## src/rtl/core/crd_pkg.sv

```systemverilog
`timescale 1ns / 1ps

package crd_pkg;

  // Default geometry
  localparam int DEPTH_DEF      = 16;
  localparam int DATA_WIDTH_DEF = 32;

  // Capacity register
  localparam int              CAP_W     = 5;
  localparam logic [CAP_W-1:0] CAP_RESET = 5'd16;

  // APB port
  localparam int APB_AW = 3;
  localparam int APB_DW = 32;

  // Register word index decoded from paddr[APB_AW-1:2]
  localparam logic [APB_AW-3:0] REG_CAPACITY = 1'b0;

  // Command codes
  typedef enum logic [2:0] {
    CMD_PUSH_FRONT = 3'd0,
    CMD_PUSH_BACK  = 3'd1,
    CMD_POP_FRONT  = 3'd2,
    CMD_POP_BACK   = 3'd3,
    CMD_QUERY      = 3'd4
  } cmd_e;

  // Controller to datapath commands
  typedef struct packed {
    logic exec;  // run the accepted word: update pointers, write store
    logic load;  // capture the result into the output register
  } dp_cmd_t;

endpackage

```

## src/rtl/core/crd_ram.sv

```systemverilog
`timescale 1ns / 1ps

module crd_ram #(
  parameter int WIDTH = 32,
  parameter int DEPTH = 16,
  localparam int AW   = (DEPTH > 1) ? $clog2(DEPTH) : 1
) (
  input  logic             clk_i,
  input  logic             we_i,
  input  logic [AW-1:0]    waddr_i,
  input  logic [WIDTH-1:0] wdata_i,
  input  logic [AW-1:0]    raddr_a_i,
  input  logic [AW-1:0]    raddr_b_i,
  output logic [WIDTH-1:0] rdata_a_o,
  output logic [WIDTH-1:0] rdata_b_o
);

  logic [WIDTH-1:0] mem_q [DEPTH];

  // Write one entry
  always_ff @(posedge clk_i) begin
    if (we_i) begin
      mem_q[waddr_i] <= wdata_i;
    end
  end

  // Registered reads on two ports
  always_ff @(posedge clk_i) begin
    rdata_a_o <= mem_q[raddr_a_i];
    rdata_b_o <= mem_q[raddr_b_i];
  end

endmodule

```

## src/rtl/core/crd_ctrl.sv

```systemverilog
`timescale 1ns / 1ps

module crd_ctrl (
  input  logic             clk_i,
  input  logic             rst_ni,
  input  logic             in_valid_i,
  output logic             in_ready_o,
  output logic             out_valid_o,
  input  logic             out_ready_i,
  output crd_pkg::dp_cmd_t dp_cmd_o
);

  typedef enum logic [2:0] {
    S_IDLE = 3'b001,
    S_READ = 3'b010,
    S_LOAD = 3'b100
  } state_e;

  state_e state_q, state_d;
  logic   out_valid_q, out_valid_d;
  logic   out_free;

  assign out_free   = !out_valid_q || out_ready_i;
  assign in_ready_o = (state_q == S_IDLE);

  // Sequence one word: execute, read store, load result
  always_comb begin
    state_d       = state_q;
    dp_cmd_o.exec = 1'b0;
    dp_cmd_o.load = 1'b0;
    unique case (state_q)
      S_IDLE: begin
        if (in_valid_i) begin
          dp_cmd_o.exec = 1'b1;
          state_d       = S_READ;
        end
      end
      S_READ: begin
        state_d = S_LOAD;
      end
      S_LOAD: begin
        if (out_free) begin
          dp_cmd_o.load = 1'b1;
          state_d       = S_IDLE;
        end
      end
      default: begin
        state_d = S_IDLE;
      end
    endcase
  end

  // Output valid: set on load, drop when taken
  always_comb begin
    out_valid_d = out_valid_q;
    if (out_valid_q && out_ready_i) begin
      out_valid_d = 1'b0;
    end
    if (dp_cmd_o.load) begin
      out_valid_d = 1'b1;
    end
  end

  always_ff @(posedge clk_i or negedge rst_ni) begin
    if (!rst_ni) begin
      state_q     <= S_IDLE;
      out_valid_q <= 1'b0;
    end else begin
      state_q     <= state_d;
      out_valid_q <= out_valid_d;
    end
  end

  assign out_valid_o = out_valid_q;

endmodule

```

## src/rtl/core/crd_datapath.sv

```systemverilog
`timescale 1ns / 1ps

module crd_datapath #(
  parameter int DEPTH      = crd_pkg::DEPTH_DEF,
  parameter int DATA_WIDTH = crd_pkg::DATA_WIDTH_DEF,
  localparam int IDX_W     = (DEPTH > 1) ? $clog2(DEPTH) : 1,
  localparam int CNT_W     = $clog2(DEPTH + 1)
) (
  input  logic                          clk_i,
  input  logic                          rst_ni,
  input  crd_pkg::dp_cmd_t              dp_cmd_i,
  input  logic                          cfg_we_i,
  input  logic [crd_pkg::CAP_W-1:0]     cfg_cap_i,
  output logic [crd_pkg::CAP_W-1:0]     cap_o,
  input  logic [2:0]                    cmd_i,
  input  logic signed [DATA_WIDTH-1:0]  value_i,
  output logic                          ok_o,
  output logic signed [DATA_WIDTH-1:0]  front_value_o,
  output logic signed [DATA_WIDTH-1:0]  rear_value_o,
  output logic                          is_empty_o,
  output logic                          is_full_o,
  output logic [CNT_W-1:0]              count_o
);

  localparam int CAP_W = crd_pkg::CAP_W;
  localparam int CMP_W = (CNT_W > CAP_W) ? CNT_W : CAP_W;
  localparam int CAP_RST_I = int'(crd_pkg::CAP_RESET);
  localparam int EFF_RST   = (CAP_RST_I == 0) ? 1 :
                             ((CAP_RST_I > DEPTH) ? DEPTH : CAP_RST_I);

  logic [CAP_W-1:0] cap_q;
  logic [CNT_W-1:0] eff_cap_q, eff_cap_d;
  logic [IDX_W-1:0] head_q, head_d, tail_q, tail_d;
  logic [CNT_W-1:0] count_q, count_d;
  logic             ok_q, ok_d;

  logic [IDX_W-1:0] cap_last, head_inc, head_dec, tail_inc, tail_dec;
  logic             is_full_now, is_empty_now;
  logic [CMP_W-1:0] cfg_ext;

  logic                  ram_we;
  logic [IDX_W-1:0]      ram_waddr;
  logic [DATA_WIDTH-1:0] rd_front, rd_rear;

  // Clamp a written capacity into 1..DEPTH
  assign cfg_ext = CMP_W'(cfg_cap_i);
  always_comb begin
    if (cfg_cap_i == '0) begin
      eff_cap_d = CNT_W'(1);
    end else if (cfg_ext > CMP_W'(DEPTH)) begin
      eff_cap_d = CNT_W'(DEPTH);
    end else begin
      eff_cap_d = CNT_W'(cfg_ext);
    end
  end

  // Wrapping index neighbors
  assign cap_last     = IDX_W'(eff_cap_q - CNT_W'(1));
  assign head_inc     = (head_q == cap_last) ? '0 : head_q + IDX_W'(1);
  assign head_dec     = (head_q == '0) ? cap_last : head_q - IDX_W'(1);
  assign tail_inc     = (tail_q == cap_last) ? '0 : tail_q + IDX_W'(1);
  assign tail_dec     = (tail_q == '0) ? cap_last : tail_q - IDX_W'(1);
  assign is_full_now  = (count_q == eff_cap_q);
  assign is_empty_now = (count_q == '0);

  // Execute one command
  always_comb begin
    head_d    = head_q;
    tail_d    = tail_q;
    count_d   = count_q;
    ok_d      = ok_q;
    ram_we    = 1'b0;
    ram_waddr = tail_q;
    if (dp_cmd_i.exec) begin
      ok_d = 1'b1;
      case (cmd_i)
        crd_pkg::CMD_PUSH_FRONT: begin
          if (is_full_now) begin
            ok_d = 1'b0;
          end else begin
            head_d    = head_dec;
            ram_we    = 1'b1;
            ram_waddr = head_dec;
            count_d   = count_q + CNT_W'(1);
          end
        end
        crd_pkg::CMD_PUSH_BACK: begin
          if (is_full_now) begin
            ok_d = 1'b0;
          end else begin
            tail_d    = tail_inc;
            ram_we    = 1'b1;
            ram_waddr = tail_q;
            count_d   = count_q + CNT_W'(1);
          end
        end
        crd_pkg::CMD_POP_FRONT: begin
          if (is_empty_now) begin
            ok_d = 1'b0;
          end else begin
            head_d  = head_inc;
            count_d = count_q - CNT_W'(1);
          end
        end
        crd_pkg::CMD_POP_BACK: begin
          if (is_empty_now) begin
            ok_d = 1'b0;
          end else begin
            tail_d  = tail_dec;
            count_d = count_q - CNT_W'(1);
          end
        end
        default: begin
          // query and unused codes leave pointers and count unchanged
        end
      endcase
    end
    // A capacity write empties the deque
    if (cfg_we_i) begin
      head_d  = '0;
      tail_d  = '0;
      count_d = '0;
    end
  end

  always_ff @(posedge clk_i or negedge rst_ni) begin
    if (!rst_ni) begin
      cap_q     <= crd_pkg::CAP_RESET;
      eff_cap_q <= CNT_W'(EFF_RST);
      head_q    <= '0;
      tail_q    <= '0;
      count_q   <= '0;
      ok_q      <= 1'b0;
    end else begin
      if (cfg_we_i) begin
        cap_q     <= cfg_cap_i;
        eff_cap_q <= eff_cap_d;
      end
      head_q  <= head_d;
      tail_q  <= tail_d;
      count_q <= count_d;
      ok_q    <= ok_d;
    end
  end

  assign cap_o = cap_q;

  // Ring store: front and rear read from the updated pointers
  crd_ram #(
    .WIDTH (DATA_WIDTH),
    .DEPTH (DEPTH)
  ) u_ram (
    .clk_i     (clk_i),
    .we_i      (ram_we),
    .waddr_i   (ram_waddr),
    .wdata_i   (value_i),
    .raddr_a_i (head_q),
    .raddr_b_i (tail_dec),
    .rdata_a_o (rd_front),
    .rdata_b_o (rd_rear)
  );

  // Output register
  always_ff @(posedge clk_i) begin
    if (dp_cmd_i.load) begin
      ok_o          <= ok_q;
      front_value_o <= is_empty_now ? '1 : rd_front;
      rear_value_o  <= is_empty_now ? '1 : rd_rear;
      is_empty_o    <= is_empty_now;
      is_full_o     <= is_full_now;
      count_o       <= count_q;
    end
  end

`ifndef SYNTHESIS
  a_count_le_cap: assert property (@(posedge clk_i) disable iff (!rst_ni)
    count_q <= eff_cap_q)
    else $error("entry count above capacity");

  a_head_lt_cap: assert property (@(posedge clk_i) disable iff (!rst_ni)
    CNT_W'(head_q) < eff_cap_q)
    else $error("head index beyond wrap point");

  a_tail_lt_cap: assert property (@(posedge clk_i) disable iff (!rst_ni)
    CNT_W'(tail_q) < eff_cap_q)
    else $error("tail index beyond wrap point");

  a_ptr_meet: assert property (@(posedge clk_i) disable iff (!rst_ni)
    (count_q == '0 || count_q == eff_cap_q) |-> head_q == tail_q)
    else $error("pointers apart on empty or full deque");

  a_cfg_clears: assert property (@(posedge clk_i) disable iff (!rst_ni)
    cfg_we_i |=> count_q == '0)
    else $error("capacity write did not empty the deque");
`endif

endmodule

```

## src/rtl/core/circular_deque_ring_unit.sv

```systemverilog
`timescale 1ns / 1ps
// Channel   Direction  Handshake                  Payload
// in        input      in_valid_i / in_ready_o    cmd_i, value_i
// out       output     out_valid_o / out_ready_i  ok_o, front_value_o, rear_value_o,
//                                                 is_empty_o, is_full_o, count_o
// cfg       APB        psel/penable/pwrite/pready paddr, pwdata, prdata
//
// Each word runs through pointer update and store write, a registered read of
// the front and rear entries from the dual-read ring RAM, then the result load.
// A stalled output holds the result and the controller waits in its load step.
// Reset empties the deque and sets capacity to 16; the store itself is not cleared.
// A capacity write also empties the deque.

module circular_deque_ring_unit #(
  parameter int DEPTH      = crd_pkg::DEPTH_DEF,
  parameter int DATA_WIDTH = crd_pkg::DATA_WIDTH_DEF,
  localparam int CNT_W     = $clog2(DEPTH + 1)
) (
  input  logic                        clk_i,
  input  logic                        rst_ni,
  // APB configuration
  input  logic                        psel,
  input  logic                        penable,
  input  logic                        pwrite,
  input  logic [crd_pkg::APB_AW-1:0]  paddr,
  input  logic [crd_pkg::APB_DW-1:0]  pwdata,
  output logic [crd_pkg::APB_DW-1:0]  prdata,
  output logic                        pready,
  // Input channel
  input  logic                        in_valid_i,
  output logic                        in_ready_o,
  input  logic [2:0]                  cmd_i,
  input  logic signed [DATA_WIDTH-1:0] value_i,
  // Output channel
  output logic                        out_valid_o,
  input  logic                        out_ready_i,
  output logic                        ok_o,
  output logic signed [DATA_WIDTH-1:0] front_value_o,
  output logic signed [DATA_WIDTH-1:0] rear_value_o,
  output logic                        is_empty_o,
  output logic                        is_full_o,
  output logic [CNT_W-1:0]            count_o
);

  localparam int CAP_W = crd_pkg::CAP_W;
  localparam int AW    = crd_pkg::APB_AW;

  crd_pkg::dp_cmd_t  dp_cmd;
  logic              cfg_we;
  logic              reg_hit;
  logic [CAP_W-1:0]  cap;

  // Decode the register word index
  assign reg_hit = (paddr[AW-1:2] == crd_pkg::REG_CAPACITY);
  assign cfg_we  = psel && penable && pwrite && reg_hit;
  assign pready  = 1'b1;
  assign prdata  = reg_hit ? crd_pkg::APB_DW'(cap) : '0;

  crd_ctrl u_ctrl (
    .clk_i       (clk_i),
    .rst_ni      (rst_ni),
    .in_valid_i  (in_valid_i),
    .in_ready_o  (in_ready_o),
    .out_valid_o (out_valid_o),
    .out_ready_i (out_ready_i),
    .dp_cmd_o    (dp_cmd)
  );

  crd_datapath #(
    .DEPTH      (DEPTH),
    .DATA_WIDTH (DATA_WIDTH)
  ) u_datapath (
    .clk_i         (clk_i),
    .rst_ni        (rst_ni),
    .dp_cmd_i      (dp_cmd),
    .cfg_we_i      (cfg_we),
    .cfg_cap_i     (pwdata[CAP_W-1:0]),
    .cap_o         (cap),
    .cmd_i         (cmd_i),
    .value_i       (value_i),
    .ok_o          (ok_o),
    .front_value_o (front_value_o),
    .rear_value_o  (rear_value_o),
    .is_empty_o    (is_empty_o),
    .is_full_o     (is_full_o),
    .count_o       (count_o)
  );

endmodule
```

## config.mk

```make
export PLATFORM = sky130hd
export DESIGN_NAME = circular_deque_ring_unit
export DESIGN_NICKNAME = d
export VERILOG_FILES = /design/src/rtl/core/crd_pkg.sv /design/src/rtl/core/crd_ram.sv /design/src/rtl/core/crd_ctrl.sv /design/src/rtl/core/crd_datapath.sv /design/src/rtl/core/circular_deque_ring_unit.sv
export SDC_FILE = /design/constraint.sdc
export NUM_CORES = 1
export LEC_CHECK = 0
export BUFFER_PORTS_ARGS = -buffer_cell sky130_fd_sc_hd__clkbuf_2
export CORE_MARGIN = 2
export CORE_UTILIZATION = 55
export CTS_BUF_LIST = sky130_fd_sc_hd__clkbuf_16
export DETAILED_ROUTE_END_ITERATION = 16
export GPL_TIMING_DRIVEN = 0
export HOLD_SLACK_MARGIN = 0.12
export PLACE_DENSITY = 0.76
export REMOVE_ABC_BUFFERS = 1
export SLEW_MARGIN = 15
export SYNTH_ARGS = -nofsm -noshare
export SYNTH_HDL_FRONTEND = slang
export SYNTH_HIERARCHICAL = 1
export SYNTH_SLANG_ARGS = --single-unit
export TNS_END_PERCENT = 20
```

## constraint.sdc

```tcl
create_clock -name clk_i -period 7.4 [get_ports clk_i]
set_input_delay 2.22 -clock clk_i [delete_from_list [all_inputs] [get_ports clk_i]]
set_output_delay 2.22 -clock clk_i [all_outputs]
set_load 0.01 [all_outputs]
```

==> impl_metrics.env <==
export IMPL_rsz0062_at_grt="false"
export IMPL_rr_endpoint="u_datapath/u_ram/rdata_b_o[18]$_DFF_P_"
export IMPL_grt_pass1_wl_um=105200
export IMPL_synth_edff_count=584
export IMPL_vdd_ir_drop_max_uv=221.2
export IMPL_fill_cells=3357
export IMPL_grt_pass1_vias=16720
export IMPL_final_common_cell="edfxtp_1"
export IMPL_cp_slowest_cell="and2b_2"
export IMPL_synthArstFlopShare_pct=4.142
export IMPL_wire_per_inst_um=28.79
export IMPL_synth_warnings=6
export IMPL_htree_levels=3
export IMPL_layout_worst_path_cycle_share_pct=66.24
export IMPL_coreArea_sq_um=52450
export IMPL_r2r_cells=14
export IMPL_cts_buffer_depth=3
export IMPL_cts_tree="built"
export IMPL_required_ps=5180
export IMPL_crit_chain="clkbuf_2 -> and2b_2 -> clkbuf_2"
export IMPL_crit_path_end_kind="output port"
export IMPL_drc=0
export IMPL_min_delay_start="u_datapath/ok_q$_DFFE_PN0P_"
export IMPL_hold_end="u_datapath/ok_o$_DFFE_PP_"
export IMPL_cpLargestDelayFamily="buffers and inverters"
export IMPL_clockRootBuffer="clkbuf_16"
export IMPL_maxSlewViolCount=0
export IMPL_clk_latency_ps=590
export IMPL_cts_resized=0
export IMPL_r2r_start="u_datapath/tail_q[0]$_DFFE_PN0P_"
export IMPL_status="completed"
export IMPL_clkTransAtPathRegs_ps=60
export IMPL_arrival_ps=2680
export IMPL_syn_instance_count=1545
export IMPL_max_slew_margin_rel_pct=32.33
export IMPL_finalSetupTns_ps=0
export IMPL_fin_nets=1797
export IMPL_pin_count=184
export IMPL_numPlacedInstances=2327
export IMPL_gr_total_overflow=0
export IMPL_tightest_slew_ps=1009
export IMPL_rows=84
export IMPL_die_y_um=234.2
export IMPL_post_cts_setup_buffer_count=0
export IMPL_timing_critical_path_buf_inv=2
export IMPL_synth_seq_area_share_pct=67.00
export IMPL_syn_to_final_growth_pct=16.80
export IMPL_finalHoldViolCount=0
export IMPL_cp_start_kind="input port"
export IMPL_gp_congestion=0.8177
export IMPL_min_path_type="reg -> reg"
export IMPL_avgSynthCellArea_sq_um=18.86
export IMPL_p_leak_nw=11.60
export IMPL_dieArea_sq_um=54840
export IMPL_fp_dieW_um=234.2
export IMPL_clock_fmax_mhz=204.0
export IMPL_via_count=16310
export IMPL_routed_wl_um=70660
export IMPL_power_mw=13.24
export IMPL_vias_per_cell=6.645
export IMPL_dp_hpwl_um=44670
export IMPL_r2r_slack_ps=2750
export IMPL_path_common_cell="clkbuf_2"
export IMPL_ys_ff_latch=676
export IMPL_stdcell_count=2454
export IMPL_hold_buffers=0
export IMPL_min_period_ps=4902
export IMPL_crit_fanout=6
export IMPL_setup_violations=0
export IMPL_cpPeakStageDelay_ps=220
export IMPL_antenna_found_initial=2
export IMPL_synthesis_area_sq_um=29140
export IMPL_drive_above_1_share_pct=37.87
export IMPL_detail_route_antenna_nets=0
export IMPL_io_buffers=126
export IMPL_powerDensity_nw_per_um2=389.0
export IMPL_start_util_pct=55.56
export IMPL_synth_flop_cell="edfxtp_1"
export IMPL_cts_buffers=69
export IMPL_drtIter0Drc=1823
export IMPL_firstDrtPassIters=5
export IMPL_clock_sinks=676
export IMPL_synthDistinctLibCells=63
export IMPL_grtUsageTotal_pct=26.43
export IMPL_crit_type="in -> out"
export IMPL_grt_max_degree=67
export IMPL_final_cell_mix="edfxtp_1, mux4_2, a22oi_1"
export IMPL_drv_cap=0
export IMPL_fin_skew_ps=19.91
export IMPL_min_path_cells=0
==> worst max path at each step <==
stage | from | endpoint | slack, ps | cells after the start
after global placement | u_datapath/tail_q[0]$_DFFE_PN0P_ | u_datapath/u_ram/rdata_b_o[21]$_DFF_P_ | -11710 | 8
after floorplan | u_datapath/tail_q[0]$_DFFE_PN0P_ | u_datapath/u_ram/rdata_b_o[0]$_DFF_P_ | -6030 | 8
after CTS | paddr[2] | prdata[4] | 2490 | 3
final | paddr[2] | prdata[2] | 2500 | 3
after global routing | in_valid_i | u_datapath/u_ram/mem_q[8][18]$_DFFE_PP_ | 2350 | 12
after detailed placement | in_valid_i | u_datapath/u_ram/mem_q[8][21]$_DFFE_PP_ | 2040 | 12
==> flip-flops by register name, indices dropped and copies added (netlist names), 3 cells and up <==
| register | flops |
|---|---|
| u_datapath/u_ram/mem_q | 512 |
| u_datapath/front_value_o | 32 |
| u_datapath/rear_value_o | 32 |
| u_datapath/u_ram/rdata_a_o | 32 |
| u_datapath/u_ram/rdata_b_o | 32 |
| u_datapath/cap_o | 5 |
| u_datapath/count_o | 5 |
| u_datapath/count_q | 5 |
| u_datapath/eff_cap_q | 5 |
| u_datapath/head_q | 4 |
| u_datapath/tail_q | 4 |
| u_ctrl/state_q | 3 |
==> per-stage QoR <==
stage	worst slack, ps	area (sq um)	util (%)	hold slack [ps]
2_1_floorplan	-6029	28500	-	425.9
3_3_place_gp	-11710	30000	57.20	437.1
3_5_place_dp	2039	31840	60.71	449.4
4_1_cts	2491	34030	64.88	461.4
5_1_grt	2352	34030	64.89	473.5
6_report	2498	34030	64.89	463.1
==> metal layers <==
| layer | part of all wire (%) | track usage [%] | vias up |
|---|---|---|---|
| met5 | 0.014 | 0 | - |
| met4 | 3.1 | 9.256 | 2 |
| met3 | 8.1 | 4.487 | 169 |
| met2 | 52 | 45.67 | 910 |
| met1 | 36 | 34.11 | 8553 |
| li1 | - | - | 6674 |
==> cell families (layout without fill, tap and decap cells) <==
family,after synthesis,in the layout,share of synthesized area (%)
xor gates and xnor gates,19,19,0.7214
adders and majority gates,10,10,0.4552
muxes,265,265,20.12
and+or+nand+nor,233,233,4.229
buffers and inverters,151,344,2.705
AOI/OAI and AO/OA,189,189,4.745
DFF,676,676,67.00
other,2,30,0.02577
==> layout make-up <==
class                           count  area (sq um)  area share, %
Antenna cell                        2         5.005        0.01471
Clock buffer                       71          1777          5.220
Clock inverter                     54         412.9          1.213
Inverter                           15         56.30         0.1654
Multi-Input combinational cell    744          9117          26.79
Sequential cell                   676         19530          57.38
Tap cell                          688         860.8          2.529
Timing Repair Buffer              204          2275          6.684
==> report_power, final <==
group | internal, mW | switching, mW | total [mW]
clock | 1.95 | 1.41 | 3.37
sequential | 4.55 | 0.232 | 4.78
combinational | 2.60 | 2.50 | 5.10
total | 9.10 | 4.14 | 13.2
==> synthesized netlist by cell type (2+ instances only) <==
library cell  number  area [sq um]
mux4_2           256          5766
buf_1             21         78.83
buf_6              3         33.78
a41oi_1            2         17.52
buf_2             12         60.06
nand2_1           79         296.5
nor3_1            12         60.06
o31ai_1            3         22.52
nand4b_1           2         17.52
nor2b_1            9         56.30
dfstp_2            3         78.83
and2b_2            5         43.79
a31oi_1            4         25.02
nor3b_1            2         15.01
nand2b_1           5         31.28
nand4_1            2         12.51
o21ai_1            3         15.01
a21oi_1           12         60.06
dfrtp_1           25         625.6
mux2_2             6         67.56
a311oi_1           4         35.03
ha_1               9         112.6
mux2i_1            3         30.03
a21o_1             2         15.01
and2_1             6         37.54
edfxtp_1         584         17540
inv_1             15         56.30
nand3b_1           3         22.52
nor2_1            28         105.1
or2_2             65         406.6
nand3_1            3         15.01
buf_4             49         367.9
conb_1             2         7.510
a22oi_1          132         991.0
dfxtp_1           64          1281
xor2_1             6         52.55
o21ai_0           13         65.06
xor3_1             2         47.55
or3_1              2         12.51
xnor2_1           10         87.58
clkbuf_1          51         191.4
a211oi_1           5         37.54
No activity file was read; power rests on OpenSTA's default activity.
